[src/cci_pkg.sv]
// ----------------------------------------------------------------------------
// cci_pkg
// Shared types and constants for the commodity channel index stream block.
// ----------------------------------------------------------------------------
package cci_pkg;

    localparam int PRICE_W    = 32;
    localparam int X_W        = 34;   // high + low + close
    localparam int PERIOD_W   = 11;
    localparam int OUT_W      = 40;
    localparam int FRAC_SHIFT = 16;   // Q24.16 signed output scaling
    localparam int SCALE_W    = 8;

    localparam logic [PERIOD_W-1:0] PERIOD_RST = 11'd14;
    // 1 / 0.015 = 200 / 3; the 3 goes into the divisor
    localparam logic [SCALE_W-1:0]  SCALE_K    = 8'd200;

    localparam logic signed [OUT_W-1:0] OUT_MAX = {1'b0, {(OUT_W-1){1'b1}}};
    localparam logic signed [OUT_W-1:0] OUT_MIN = {1'b1, {(OUT_W-1){1'b0}}};

    // one price bar
    typedef struct packed {
        logic [PRICE_W-1:0] high_price;
        logic [PRICE_W-1:0] low_price;
        logic [PRICE_W-1:0] close_price;
    } t_in;

    // one index result
    typedef struct packed {
        logic signed [OUT_W-1:0] index_value;
        logic                    ready_res;
    } t_out;

    // divider control and status
    typedef struct packed {
        logic start;
        logic neg;
    } t_div_ctl;

    typedef struct packed {
        logic busy;
        logic done;
    } t_div_sts;

    // sequencer states
    typedef enum logic [8:0] {
        ST_IDLE = 9'b000000001,
        ST_WARM = 9'b000000010,
        ST_PREP = 9'b000000100,
        ST_WALK = 9'b000001000,
        ST_MUL1 = 9'b000010000,
        ST_MUL2 = 9'b000100000,
        ST_MUL3 = 9'b001000000,
        ST_DIV  = 9'b010000000,
        ST_FIN  = 9'b100000000
    } t_state;

endpackage

[src/cci_div.sv]
// ----------------------------------------------------------------------------
// cci_div
// Restoring divider, one quotient bit per cycle. Divides (num << 16) by den
// and returns the signed, saturated 40-bit quotient.
// ----------------------------------------------------------------------------
module cci_div
    import cci_pkg::*;
#(
    parameter int NUM_W = 64,
    parameter int DEN_W = 58
) (
    input  logic                    i_clk,
    input  logic                    i_rst_n,
    input  t_div_ctl                i_ctl,
    input  logic [NUM_W-1:0]        i_num,
    input  logic [DEN_W-1:0]        i_den,
    output t_div_sts                o_sts,
    output logic signed [OUT_W-1:0] o_quot
);

    localparam int DVD_W = NUM_W + FRAC_SHIFT;
    localparam int CNT_W = $clog2(DVD_W + 1);

    logic [DVD_W-1:0] r_dvd;
    logic [DEN_W-1:0] r_den;
    logic [DEN_W-1:0] r_rem;
    logic [OUT_W-1:0] r_q;
    logic             r_big;
    logic             r_neg;
    logic             r_busy;
    logic             r_done;
    logic [CNT_W-1:0] r_cnt;

    logic [DEN_W:0]   w_rem_sh;
    logic             w_ge;
    logic [DEN_W:0]   w_rem_sub;

    // one trial subtraction
    always_comb begin
        w_rem_sh  = {r_rem, r_dvd[DVD_W-1]};
        w_ge      = (w_rem_sh >= {1'b0, r_den});
        w_rem_sub = w_rem_sh - {1'b0, r_den};
    end

    // iteration control
    always_ff @(posedge i_clk) begin
        if (!i_rst_n) begin
            r_busy <= 1'b0;
            r_done <= 1'b0;
            r_cnt  <= '0;
        end else begin
            r_done <= 1'b0;
            if (i_ctl.start && !r_busy) begin
                r_busy <= 1'b1;
                r_cnt  <= '0;
            end else if (r_busy) begin
                r_cnt <= r_cnt + CNT_W'(1);
                if (r_cnt == CNT_W'(DVD_W - 1)) begin
                    r_busy <= 1'b0;
                    r_done <= 1'b1;
                end
            end
        end
    end

    // datapath
    always_ff @(posedge i_clk) begin
        if (i_ctl.start && !r_busy) begin
            r_dvd <= {i_num, {FRAC_SHIFT{1'b0}}};
            r_den <= i_den;
            r_rem <= '0;
            r_q   <= '0;
            r_big <= 1'b0;
            r_neg <= i_ctl.neg;
        end else if (r_busy) begin
            r_dvd <= {r_dvd[DVD_W-2:0], 1'b0};
            r_rem <= w_ge ? w_rem_sub[DEN_W-1:0] : w_rem_sh[DEN_W-1:0];
            r_q   <= {r_q[OUT_W-2:0], w_ge};
            if (r_q[OUT_W-1]) begin
                r_big <= 1'b1;
            end
        end
    end

    // sign and saturation
    always_comb begin
        if (r_neg) begin
            if (r_big || (r_q[OUT_W-1] && (|r_q[OUT_W-2:0]))) begin
                o_quot = OUT_MIN;
            end else begin
                o_quot = -$signed(r_q);
            end
        end else begin
            if (r_big || r_q[OUT_W-1]) begin
                o_quot = OUT_MAX;
            end else begin
                o_quot = $signed(r_q);
            end
        end
    end

    assign o_sts.busy = r_busy;
    assign o_sts.done = r_done;

endmodule

[config.mk]
export PLATFORM = sky130hd
export DESIGN_NAME = cci_div
export DESIGN_NICKNAME = d
export VERILOG_FILES = /design/src/cci_pkg.sv /design/src/cci_div.sv
export SDC_FILE = /design/constraint.sdc
export NUM_CORES = 1
export LEC_CHECK = 0
export ABC_CLOCK_PERIOD_IN_PS = 4000
export BUFFER_PORTS_ARGS = -buffer_cell sky130_fd_sc_hd__buf_2
export CAP_MARGIN = 40
export CORE_MARGIN = 10
export CORE_UTILIZATION = 49
export CTS_BUF_LIST = sky130_fd_sc_hd__clkbuf_4 sky130_fd_sc_hd__clkbuf_8
export CTS_CLUSTER_SIZE = 20
export DETAILED_ROUTE_END_ITERATION = 8
export PLACE_DENSITY = 0.8
export SYNTH_ARGS = -nofsm -noshare
export SYNTH_HDL_FRONTEND = slang
export SYNTH_SLANG_ARGS = --single-unit
export TNS_END_PERCENT = 5
[constraint.sdc]
create_clock -name i_clk -period 4 [get_ports i_clk]
set_input_delay 0.8 -clock i_clk [delete_from_list [all_inputs] [get_ports i_clk]]
set_output_delay 0.8 -clock i_clk [all_outputs]
set_load 0.02 [all_outputs]
==> flow_summary.html, run 1 <==
<table>
<tr><th>Metric</th><th>Value</th></tr>
<tr><th colspan="2">Worst setup path</th></tr>
<tr><td>Worst Setup End Kind</td><td>output pin</td></tr>
<tr><td>Critical-path cell with the highest stage delay</td><td>sky130_fd_sc_hd__or4b_4</td></tr>
<tr><td>Required time of the critical path</td><td>about 3200 ps</td></tr>
<tr><td>Critical path endpoint</td><td>o_quot[39]</td></tr>
<tr><td>Worst Path Class, Setup</td><td>flip-flop to output pin</td></tr>
<tr><td>Delay of the slowest cell on the worst path</td><td>540 ps</td></tr>
<tr><td>Register-to-Register Setup Slack</td><td>200 ps</td></tr>
<tr><td>Highest net fanout along the worst path</td><td>3</td></tr>
<tr><td>CP Cell Sequence</td><td>or2_1 &gt; or4_4 &gt; or4b_4 &gt; or3_4 &gt; or3_4 &gt; or3_4 &gt; or3_4 &gt; or3_4 &gt; nor3_4 &gt; xor2_1 &gt; a21boi_2 &gt; buf_2</td></tr>
<tr><td>Buffers &amp; Inverters on Critical Path</td><td>1</td></tr>
<tr><td>Worst reg2reg startpoint</td><td>r_den[6]</td></tr>
<tr><td>Arrival @ worst endpoint</td><td>around 4300 ps</td></tr>
<tr><td>Startpoint of the worst setup timing path</td><td>r_q[12]</td></tr>
<tr><td>Category of cells accounting for the largest share of critical-path delay</td><td>simple AND/OR/NAND/NOR gates</td></tr>
<tr><td>Cell seen most often among critical-path stages</td><td>sky130_fd_sc_hd__or3_4</td></tr>
<tr><td>Type of origin of the critical path</td><td>flip-flop</td></tr>
<tr><td>Endpoint of the lowest-slack register-to-register path</td><td>r_rem[34]</td></tr>
<tr><td>Reg2Reg Depth</td><td>13</td></tr>
<tr><td>Depth of the critical timing path with buffers and inverters included</td><td>12</td></tr>
<tr><th colspan="2">Power</th></tr>
<tr><td>Cell leakage power</td><td>6.83 nW</td></tr>
<tr><td>Ratio of total power to cell area</td><td>roughly 480 nW/µm²</td></tr>
<tr><td>Peak supply drop</td><td>around 0.26 mV</td></tr>
<tr><td>Final Power</td><td>between 7 and 8 mW</td></tr>
<tr><th colspan="2">Floorplan</th></tr>
<tr><td>Width of the die</td><td>about 190 µm</td></tr>
<tr><td>Standard cell core area</td><td>roughly 27000 µm²</td></tr>
<tr><td>Total Die Area</td><td>between 30000 and 40000 µm²</td></tr>
<tr><td>DIE HEIGHT</td><td>roughly 190 µm</td></tr>
<tr><td>I/O pin count</td><td>168</td></tr>
<tr><td>Initial Utilization</td><td>about half</td></tr>
<tr><td>Std cell rows</td><td>60</td></tr>
<tr><th colspan="2">Global routing</th></tr>
<tr><td>Remaining global-route overflow</td><td>0</td></tr>
<tr><td>Initial antenna violation count</td><td>2</td></tr>
<tr><td>Global-route usage over all layers</td><td>between 10% and 20%</td></tr>
<tr><td>Via count of the first global-routing pass</td><td>roughly 12000</td></tr>
<tr><td>Largest net degree at the start of global routing</td><td>81</td></tr>
<tr><td>Wire length of the first global-routing pass</td><td>55800 µm</td></tr>
<tr><th colspan="2">STA</th></tr>
<tr><td>Setup total negative slack</td><td>-24240 ps</td></tr>
<tr><td>Count of endpoints failing setup in the final report</td><td>40</td></tr>
<tr><td>Fmax achieved</td><td>a little under 0.2 GHz</td></tr>
<tr><td>Headroom to the max-slew limit</td><td>between 40% and 50%</td></tr>
<tr><td>Post-layout worst setup margin</td><td>-1130 ps</td></tr>
<tr><td>Period utilization</td><td>128%</td></tr>
<tr><td>Setup skew after layout</td><td>25.1 ps</td></tr>
<tr><td>Final critical-path required period</td><td>5130 ps</td></tr>
<tr><td>Slew Viols, Final</td><td>0</td></tr>
<tr><td>Hold violation total from the final report</td><td>0</td></tr>
<tr><td>Slew at the pin closest to its max-slew limit</td><td>766 ps</td></tr>
<tr><td>RSZ-0062 raised after global routing</td><td>true</td></tr>
<tr><th colspan="2">Drt</th></tr>
<tr><td>Number of design rule violations left after detail routing</td><td>0</td></tr>
<tr><td>Ratio of routed vias to standard cells</td><td>5.75</td></tr>
<tr><td>Drt wl/cell</td><td>~17 µm</td></tr>
<tr><td>Count of routing violations after the opening detailed-route iteration</td><td>1083</td></tr>
<tr><td>Pre-Repair DR Iteration Count</td><td>6</td></tr>
<tr><td>ANT nets after route</td><td>0</td></tr>
<tr><td>Via count of the routed design</td><td>between 10000 and 15000</td></tr>
<tr><td>WL final</td><td>about 34000 µm</td></tr>
<tr><th colspan="2">Logic synthesis</th></tr>
<tr><td>Number of warnings reported in the yosys synthesis log</td><td>0</td></tr>
<tr><td>Synth Area per Inst</td><td>9.19 µm²</td></tr>
<tr><td>Fraction of synthesis flops using an asynchronous set or reset pin</td><td>0%</td></tr>
<tr><td>Number of storage elements in the synthesis netlist</td><td>~230</td></tr>
<tr><td>Post-synth EDFFs</td><td>roughly 120</td></tr>
<tr><td>Number of distinct library cells after synthesis</td><td>67</td></tr>
<tr><td>Net Count, Synth</td><td>~1700</td></tr>
<tr><td>Gate Count Post-Synth</td><td>around 1500</td></tr>
<tr><td>Ys flop type</td><td>sky130_fd_sc_hd__edfxtp_1</td></tr>
<tr><td>Seq/Total Area, Yosys</td><td>43.5%</td></tr>
<tr><td>Cell area after synthesis</td><td>13400 µm²</td></tr>
<tr><th colspan="2">Place</th></tr>
<tr><td>HPWL after DPL</td><td>around 24000 µm</td></tr>
<tr><td>Port Buf Inserts</td><td>roughly 170</td></tr>
<tr><td>RD Place Congestion</td><td>around 0.97</td></tr>
<tr><td>Post-placement worst setup slack</td><td>-562 ps</td></tr>
<tr><td>Placed instance count</td><td>just under 2000</td></tr>
<tr><th colspan="2">Run</th></tr>
<tr><td>Count of max-cap constraint violations</td><td>0</td></tr>
<tr><th colspan="2">Clock tree</th></tr>
<tr><td>Clock tree from TritonCTS</td><td>yes</td></tr>
<tr><td>Number of buffers created by CTS</td><td>41</td></tr>
<tr><td>Hold buffer count at cts</td><td>0</td></tr>
<tr><td>H-tree depth</td><td>2</td></tr>
<tr><td>CTS max path bufs</td><td>3</td></tr>
<tr><td>Clock slew at the register clock pins of the worst setup and hold paths</td><td>~60 ps</td></tr>
<tr><td>Clock network latency to the later pin of the worst-skew pair</td><td>between 500 and 600 ps</td></tr>
<tr><td>Root Driver</td><td>sky130_fd_sc_hd__clkbuf_8</td></tr>
<tr><td>CTS Sinks</td><td>around 230</td></tr>
<tr><th colspan="2">Hold path</th></tr>
<tr><td>Type of the worst min-delay path</td><td>primary input to flip-flop</td></tr>
<tr><th colspan="2">Run status</th></tr>
<tr><td>Violated checks</td><td>setup timing</td></tr>
<tr><td>Result of the run</td><td>finished with violations</td></tr>
<tr><th colspan="2">Finish</th></tr>
<tr><td>Final #Nets</td><td>about 1900</td></tr>
<tr><td>Fraction of layout cells with a size suffix above 1</td><td>about a quarter</td></tr>
<tr><td>Filler-free cell count of the finished design</td><td>2042</td></tr>
<tr><td>Area overhead of the layout relative to synthesis</td><td>19.9%</td></tr>
</table>
-- per-layer routing --
metal	part of all wire, %	global-route usage [%]	vias up	routed length (µm)
li1	-	-	5763	-
met4	2.0	5.93	0	694
met5	0	0	-	0
met2	47	31.9	384	16100
met3	7.6	4.93	59	2610
met1	43	24.2	5537	14700
-- logic make-up (layout without fill, tap and decap cells) --
group | after synthesis | in the layout | synth area share, %
buffers and inverters | 168 | 404 | 4.76
XOR/XNOR | 57 | 57 | 3.71
adder cells (fa/ha/maj) | 61 | 61 | 5.73
AO/OA/AOI/OAI | 427 | 427 | 20.3
multiplexers | 67 | 67 | 5.58
other | 0 | 1 | 0
AND/OR/NAND/NOR | 453 | 453 | 16.4
flip-flops | 231 | 231 | 43.5
-- through the flow --
step | util, % | hold WS, ps | instance area (µm²)
floorplan | - | 458 | 13500
CTS | 59.7 | 387 | 16100
global route | 59.8 | 388 | 16100
detailed placement | 56.0 | 496 | 15100
finish | 59.8 | 419 | 16100
global placement | 56.0 | 478 | 15100
-- where the power goes --
part | leakage [nW] | switching [mW] | internal [mW]
clock network | 0.455 | 0.993 | 1.34
logic | 4.29 | 1.41 | 1.06
registers | 2.08 | 0.138 | 2.77
-- cell usage in the layout (no fill, tap or decap), types with 8 or more instances in the layout --
master | synthesis | routed
sky130_fd_sc_hd__nor2_1 | 69 | 67
sky130_fd_sc_hd__a21o_1 | 28 | 28
sky130_fd_sc_hd__buf_2 | 2 | 158
sky130_fd_sc_hd__a21oi_1 | 87 | 87
sky130_fd_sc_hd__mux2_2 | 64 | 64
sky130_fd_sc_hd__a22o_1 | 42 | 42
sky130_fd_sc_hd__dfxtp_1 | 108 | 107
sky130_fd_sc_hd__nand3_1 | 24 | 22
sky130_fd_sc_hd__xnor2_1 | 29 | 29
sky130_fd_sc_hd__nor4_1 | 11 | 11
sky130_fd_sc_hd__buf_12 | 0 | 8
sky130_fd_sc_hd__clkbuf_4 | 0 | 13
sky130_fd_sc_hd__o21bai_1 | 13 | 13
sky130_fd_sc_hd__o311ai_1 | 0 | 25
sky130_fd_sc_hd__nand4_1 | 17 | 17
sky130_fd_sc_hd__or3_1 | 10 | 10
sky130_fd_sc_hd__clkbuf_8 | 0 | 44
sky130_fd_sc_hd__nand2b_1 | 53 | 53
sky130_fd_sc_hd__nor3_1 | 26 | 24
sky130_fd_sc_hd__inv_1 | 83 | 82
sky130_fd_sc_hd__buf_4 | 2 | 77
sky130_fd_sc_hd__o31ai_1 | 12 | 12
sky130_fd_sc_hd__o21ai_0 | 150 | 146
sky130_fd_sc_hd__nand2_1 | 190 | 190
sky130_fd_sc_hd__edfxtp_1 | 123 | 123
sky130_fd_sc_hd__a31oi_1 | 14 | 13
sky130_fd_sc_hd__a32oi_1 | 13 | 13
sky130_fd_sc_hd__ha_1 | 60 | 60
sky130_fd_sc_hd__xor2_1 | 28 | 28
-- sequential cells by signal (all words and copies together), names as in the netlist --
name,cells
r_rem,58
r_cnt,7
r_done,1
r_den,58
r_big,1
r_neg,1
r_q,40
r_dvd,64
r_busy,1
-- cell type report --
cell class / count / area, µm²
diodes: 1 / 2.50
clock buffers: 57 / 703
clock inverters: 18 / 174
fillers: 2297 / 10800
inverters: 83 / 312
multi-input cells: 1065 / 7080
flip-flops and latches: 231 / 5860
well taps: 341 / 427
repair buffers: 246 / 1560
-- synthesized netlist by cell type, types with 4 or more instances --
master | number | area (µm²)
sky130_fd_sc_hd__nor4_1 | 11 | 68.8
sky130_fd_sc_hd__ha_1 | 60 | 751
sky130_fd_sc_hd__a32oi_1 | 13 | 114
sky130_fd_sc_hd__o211ai_1 | 6 | 45.0
sky130_fd_sc_hd__and3_1 | 7 | 43.8
sky130_fd_sc_hd__a31oi_1 | 14 | 87.6
sky130_fd_sc_hd__xnor2_1 | 29 | 254
sky130_fd_sc_hd__clkbuf_1 | 77 | 289
sky130_fd_sc_hd__nor3_1 | 26 | 130
sky130_fd_sc_hd__xor2_1 | 28 | 245
sky130_fd_sc_hd__nor2_1 | 69 | 259
sky130_fd_sc_hd__a211oi_1 | 5 | 37.5
sky130_fd_sc_hd__a22o_1 | 42 | 368
sky130_fd_sc_hd__nor2b_1 | 4 | 25.0
sky130_fd_sc_hd__nand2b_1 | 53 | 332
sky130_fd_sc_hd__inv_1 | 83 | 312
sky130_fd_sc_hd__buf_1 | 4 | 15.0
sky130_fd_sc_hd__nand4_1 | 17 | 106
sky130_fd_sc_hd__o311ai_0 | 30 | 263
sky130_fd_sc_hd__o41ai_1 | 5 | 43.8
sky130_fd_sc_hd__or4_1 | 6 | 45.0
sky130_fd_sc_hd__or3_4 | 5 | 56.3
sky130_fd_sc_hd__o21bai_1 | 13 | 97.6
sky130_fd_sc_hd__nor3b_1 | 5 | 37.5
sky130_fd_sc_hd__nand3_1 | 24 | 120
sky130_fd_sc_hd__or3_1 | 10 | 62.6
sky130_fd_sc_hd__o21ai_0 | 150 | 751
sky130_fd_sc_hd__o31ai_1 | 12 | 90.1
sky130_fd_sc_hd__edfxtp_1 | 123 | 3690
sky130_fd_sc_hd__a21oi_1 | 87 | 435
sky130_fd_sc_hd__or2_2 | 7 | 43.8
sky130_fd_sc_hd__dfxtp_1 | 108 | 2160
sky130_fd_sc_hd__nand2_1 | 190 | 713
sky130_fd_sc_hd__mux2_2 | 64 | 721
sky130_fd_sc_hd__a21o_1 | 28 | 210
-- repair_timing --
item,4_1_cts,5_1_grt
pin swaps,4,2
buffers inserted,2,1
setup endpoints to repair,40,40
gates resized for setup,26,6
-- how the worst min path moves through the flow --
| stage | from | end | slack [ps] | cells past startpoint |
|---|---|---|---|---|
| finish | i_den[57] | r_den[57] | 420 | 1 |
| global route | i_den[42] | r_den[42] | 390 | 1 |
| CTS | i_den[27] | r_den[27] | 390 | 1 |
| detailed placement | r_rem[40] | r_rem[40] | 500 | 2 |
| global placement | r_rem[46] | r_rem[47] | 480 | 2 |
| floorplan | r_rem[57] | r_rem[57] | 460 | 2 |
Power figures use the tool's default switching activity.
==> run 2: changes to the inputs <==
Settings changed: REMOVE_ABC_BUFFERS from default to 1.
==> flow_summary.html, run 2 (synthesis results as in run 1) <==
<table>
<tr><th>Metric</th><th>Value</th></tr>
<tr><th colspan="2">Run status</th></tr>
<tr><td>Result of the run</td><td>finished with violations</td></tr>
<tr><td>Violated checks</td><td>setup timing</td></tr>
<tr><th colspan="2">STA</th></tr>
<tr><td>Post-Route Hold Slack</td><td>roughly 430 ps</td></tr>
<tr><td>Final critical-path required period</td><td>just over 5000 ps</td></tr>
<tr><td>Fmax achieved</td><td>0.196 GHz</td></tr>
<tr><td>Count of endpoints failing setup in the final report</td><td>40</td></tr>
<tr><td>Setup total negative slack</td><td>-26740 ps</td></tr>
<tr><td>Hold violation total from the final report</td><td>0</td></tr>
<tr><td>Slew Viols, Final</td><td>0</td></tr>
<tr><td>Post-layout worst setup margin</td><td>-1110 ps</td></tr>
<tr><td>Slew at the pin closest to its max-slew limit</td><td>roughly 660 ps</td></tr>
<tr><td>Period utilization</td><td>128%</td></tr>
<tr><td>Setup skew after layout</td><td>approximately 22 ps</td></tr>
<tr><td>Headroom to the max-slew limit</td><td>between 50% and 60%</td></tr>
<tr><td>RSZ-0062 raised after global routing</td><td>true</td></tr>
<tr><th colspan="2">Worst setup path</th></tr>
<tr><td>Critical-path cell with the highest stage delay</td><td>sky130_fd_sc_hd__or4b_4</td></tr>
<tr><td>Category of cells accounting for the largest share of critical-path delay</td><td>simple AND/OR/NAND/NOR gates</td></tr>
<tr><td>Buffers &amp; Inverters on Critical Path</td><td>1</td></tr>
<tr><td>Startpoint of the worst setup timing path</td><td>r_q[12]</td></tr>
<tr><td>Worst reg2reg startpoint</td><td>r_dvd[79]</td></tr>
<tr><td>Highest net fanout along the worst path</td><td>3</td></tr>
<tr><td>Delay of the slowest cell on the worst path</td><td>about 540 ps</td></tr>
<tr><td>Worst Setup End Kind</td><td>output pin</td></tr>
<tr><td>Required time of the critical path</td><td>~3200 ps</td></tr>
<tr><td>Worst Path Class, Setup</td><td>flip-flop to output pin</td></tr>
<tr><td>CP Cell Sequence</td><td>or2_1 &gt; or4_4 &gt; or4b_4 &gt; or3_4 &gt; or3_4 &gt; or3_4 &gt; or3_4 &gt; or3_4 &gt; nor3_4 &gt; xor2_1 &gt; a21boi_1 &gt; buf_4</td></tr>
<tr><td>Type of origin of the critical path</td><td>flip-flop</td></tr>
<tr><td>Arrival @ worst endpoint</td><td>roughly 4300 ps</td></tr>
<tr><td>Cell seen most often among critical-path stages</td><td>sky130_fd_sc_hd__or3_4</td></tr>
<tr><th colspan="2">Drt</th></tr>
<tr><td>Pre-Repair DR Iteration Count</td><td>7</td></tr>
<tr><td>Drt wl/cell</td><td>around 17 µm</td></tr>
<tr><td>WL final</td><td>between 30000 and 40000 µm</td></tr>
<tr><td>Number of design rule violations left after detail routing</td><td>0</td></tr>
<tr><td>Via count of the routed design</td><td>11800</td></tr>
<tr><td>Ratio of routed vias to standard cells</td><td>5.71</td></tr>
<tr><td>Count of routing violations after the opening detailed-route iteration</td><td>between 800 and 900</td></tr>
<tr><td>ANT nets after route</td><td>0</td></tr>
<tr><th colspan="2">Global routing</th></tr>
<tr><td>Global-route usage over all layers</td><td>approximately 20%</td></tr>
<tr><td>Wire length of the first global-routing pass</td><td>approximately 57000 µm</td></tr>
<tr><td>Largest net degree at the start of global routing</td><td>94</td></tr>
<tr><td>Initial antenna violation count</td><td>8</td></tr>
<tr><td>Remaining global-route overflow</td><td>0</td></tr>
<tr><td>Via count of the first global-routing pass</td><td>about 12000</td></tr>
<tr><th colspan="2">Floorplan</th></tr>
<tr><td>DIE HEIGHT</td><td>~190 µm</td></tr>
<tr><td>Width of the die</td><td>186 µm</td></tr>
<tr><td>I/O pin count</td><td>roughly 170</td></tr>
<tr><td>Initial Utilization</td><td>~50%</td></tr>
<tr><td>Total Die Area</td><td>around 34000 µm²</td></tr>
<tr><td>Std cell rows</td><td>60</td></tr>
<tr><td>Standard cell core area</td><td>approximately 27000 µm²</td></tr>
<tr><th colspan="2">Place</th></tr>
<tr><td>Post-placement worst setup slack</td><td>-526 ps</td></tr>
<tr><td>RD Place Congestion</td><td>just over 0.9</td></tr>
<tr><td>Placed instance count</td><td>just under 2000</td></tr>
<tr><td>Port Buf Inserts</td><td>167</td></tr>
<tr><td>Area post-placement</td><td>about 15000 µm²</td></tr>
<tr><td>HPWL after DPL</td><td>25300 µm</td></tr>
<tr><th colspan="2">Power</th></tr>
<tr><td>Ratio of total power to cell area</td><td>~480 nW/µm²</td></tr>
<tr><td>Cell leakage power</td><td>just under 7 nW</td></tr>
<tr><td>Peak supply drop</td><td>approximately 0.28 mV</td></tr>
<tr><td>Final Power</td><td>between 7 and 8 mW</td></tr>
<tr><th colspan="2">Finish</th></tr>
<tr><td>Final #Nets</td><td>between 1500 and 2000</td></tr>
<tr><td>Layout Cell Area excl Fill</td><td>16200 µm²</td></tr>
<tr><td>Flip-flop count of the largest register, all copies and words added</td><td>64</td></tr>
<tr><td>Filler Cell Count</td><td>2291</td></tr>
<tr><td>Most used cells in the layout excluding fill and tap cells</td><td>sky130_fd_sc_hd__nand2_1 (189), sky130_fd_sc_hd__buf_2 (163), sky130_fd_sc_hd__o21ai_0 (147)</td></tr>
<tr><td>Filler-free cell count of the finished design</td><td>2058</td></tr>
<tr><td>Leading cell type in the layout, fill and taps excluded</td><td>sky130_fd_sc_hd__nand2_1</td></tr>
<tr><td>Final core utilization</td><td>60.0%</td></tr>
<tr><td>Largest registers</td><td>r_dvd x64, r_den x58, r_rem x58</td></tr>
<tr><td>Fraction of layout cells with a size suffix above 1</td><td>25.2%</td></tr>
<tr><td>Area overhead of the layout relative to synthesis</td><td>20.2%</td></tr>
<tr><td>Register name with the most flops</td><td>r_dvd</td></tr>
<tr><th colspan="2">Run</th></tr>
<tr><td>Count of max-cap constraint violations</td><td>0</td></tr>
<tr><th colspan="2">Clock tree</th></tr>
<tr><td>CTS max path bufs</td><td>3</td></tr>
<tr><td>H-tree depth</td><td>2</td></tr>
<tr><td>Clock slew at the register clock pins of the worst setup and hold paths</td><td>around 60 ps</td></tr>
<tr><td>Root Driver</td><td>sky130_fd_sc_hd__clkbuf_8</td></tr>
<tr><td>Clock tree from TritonCTS</td><td>yes</td></tr>
<tr><td>Number of buffers created by CTS</td><td>41</td></tr>
<tr><td>Clock network latency to the later pin of the worst-skew pair</td><td>around 550 ps</td></tr>
<tr><td>CTS Sinks</td><td>around 230</td></tr>
<tr><th colspan="2">Hold path</th></tr>
<tr><td>Startpoint of the lowest-slack hold path</td><td>i_ctl[0]</td></tr>
<tr><td>Type of the worst min-delay path</td><td>primary input to flip-flop</td></tr>
</table>
run 2: worst reg2reg max path, stage by stage (launching register included):
cell and delay (ps):
sky130_fd_sc_hd__edfxtp_1 420, sky130_fd_sc_hd__inv_1 80, sky130_fd_sc_hd__ha_1 150, sky130_fd_sc_hd__inv_1 50
sky130_fd_sc_hd__fa_1 400, sky130_fd_sc_hd__nand3_1 100, sky130_fd_sc_hd__nand2_1 110, sky130_fd_sc_hd__a211oi_1 250
sky130_fd_sc_hd__buf_4 180, sky130_fd_sc_hd__o211a_1 230, sky130_fd_sc_hd__o21ai_0 180, sky130_fd_sc_hd__a21oi_1 370
sky130_fd_sc_hd__o21bai_1 200, sky130_fd_sc_hd__a21oi_1 260, sky130_fd_sc_hd__nor3_1 100, sky130_fd_sc_hd__or4_1 480
sky130_fd_sc_hd__nand3_1 90
run 2: layer usage:
layer / vias up / GRT usage, % / share of wire (%)
li1: 5781 / - / -
met1: 5545 / 24.1 / 43
met2: 344 / 32.9 / 47
met3: 81 / 5.62 / 7.4
met4: 4 / 7.42 / 3.3
met5: - / 0 / 0.085
run 2: power by group:
part           total [mW]  switching, mW  internal (mW)  leakage, nW
Clock                2.30          0.979           1.32        0.459
Sequential           2.92          0.147           2.77         2.08
Combinational        2.54           1.42           1.12         4.31
run 2: final timing paths:
kind,end,slack [ps],cells after the start
setup / recovery,o_quot[39],-1110,12
hold / removal,r_neg,430,1
setup reg to reg,r_rem[52],260,16
hold reg to reg,r_rem[45],500,2
run 2: what timing repair did:
action / 4_1_cts / 5_1_grt
gates resized for setup: 17 / 17
hold buffers: 0 / 0
setup buffers: 0 / 2
pin swaps: 1 / 2
endpoints found under the setup margin: 40 / 56
run 2: cell type report:
class	count	area, µm²	area share (%)
Multi-Input combinational cell	1065	7050	43.6
Timing Repair Buffer	260	1650	10.2
Inverter	83	312	1.93
Clock buffer	62	741	4.58
Clock inverter	13	118	0.727
Antenna cell	3	7.51	0.0464
Sequential cell	231	5860	36.3
Tap cell	341	427	2.64
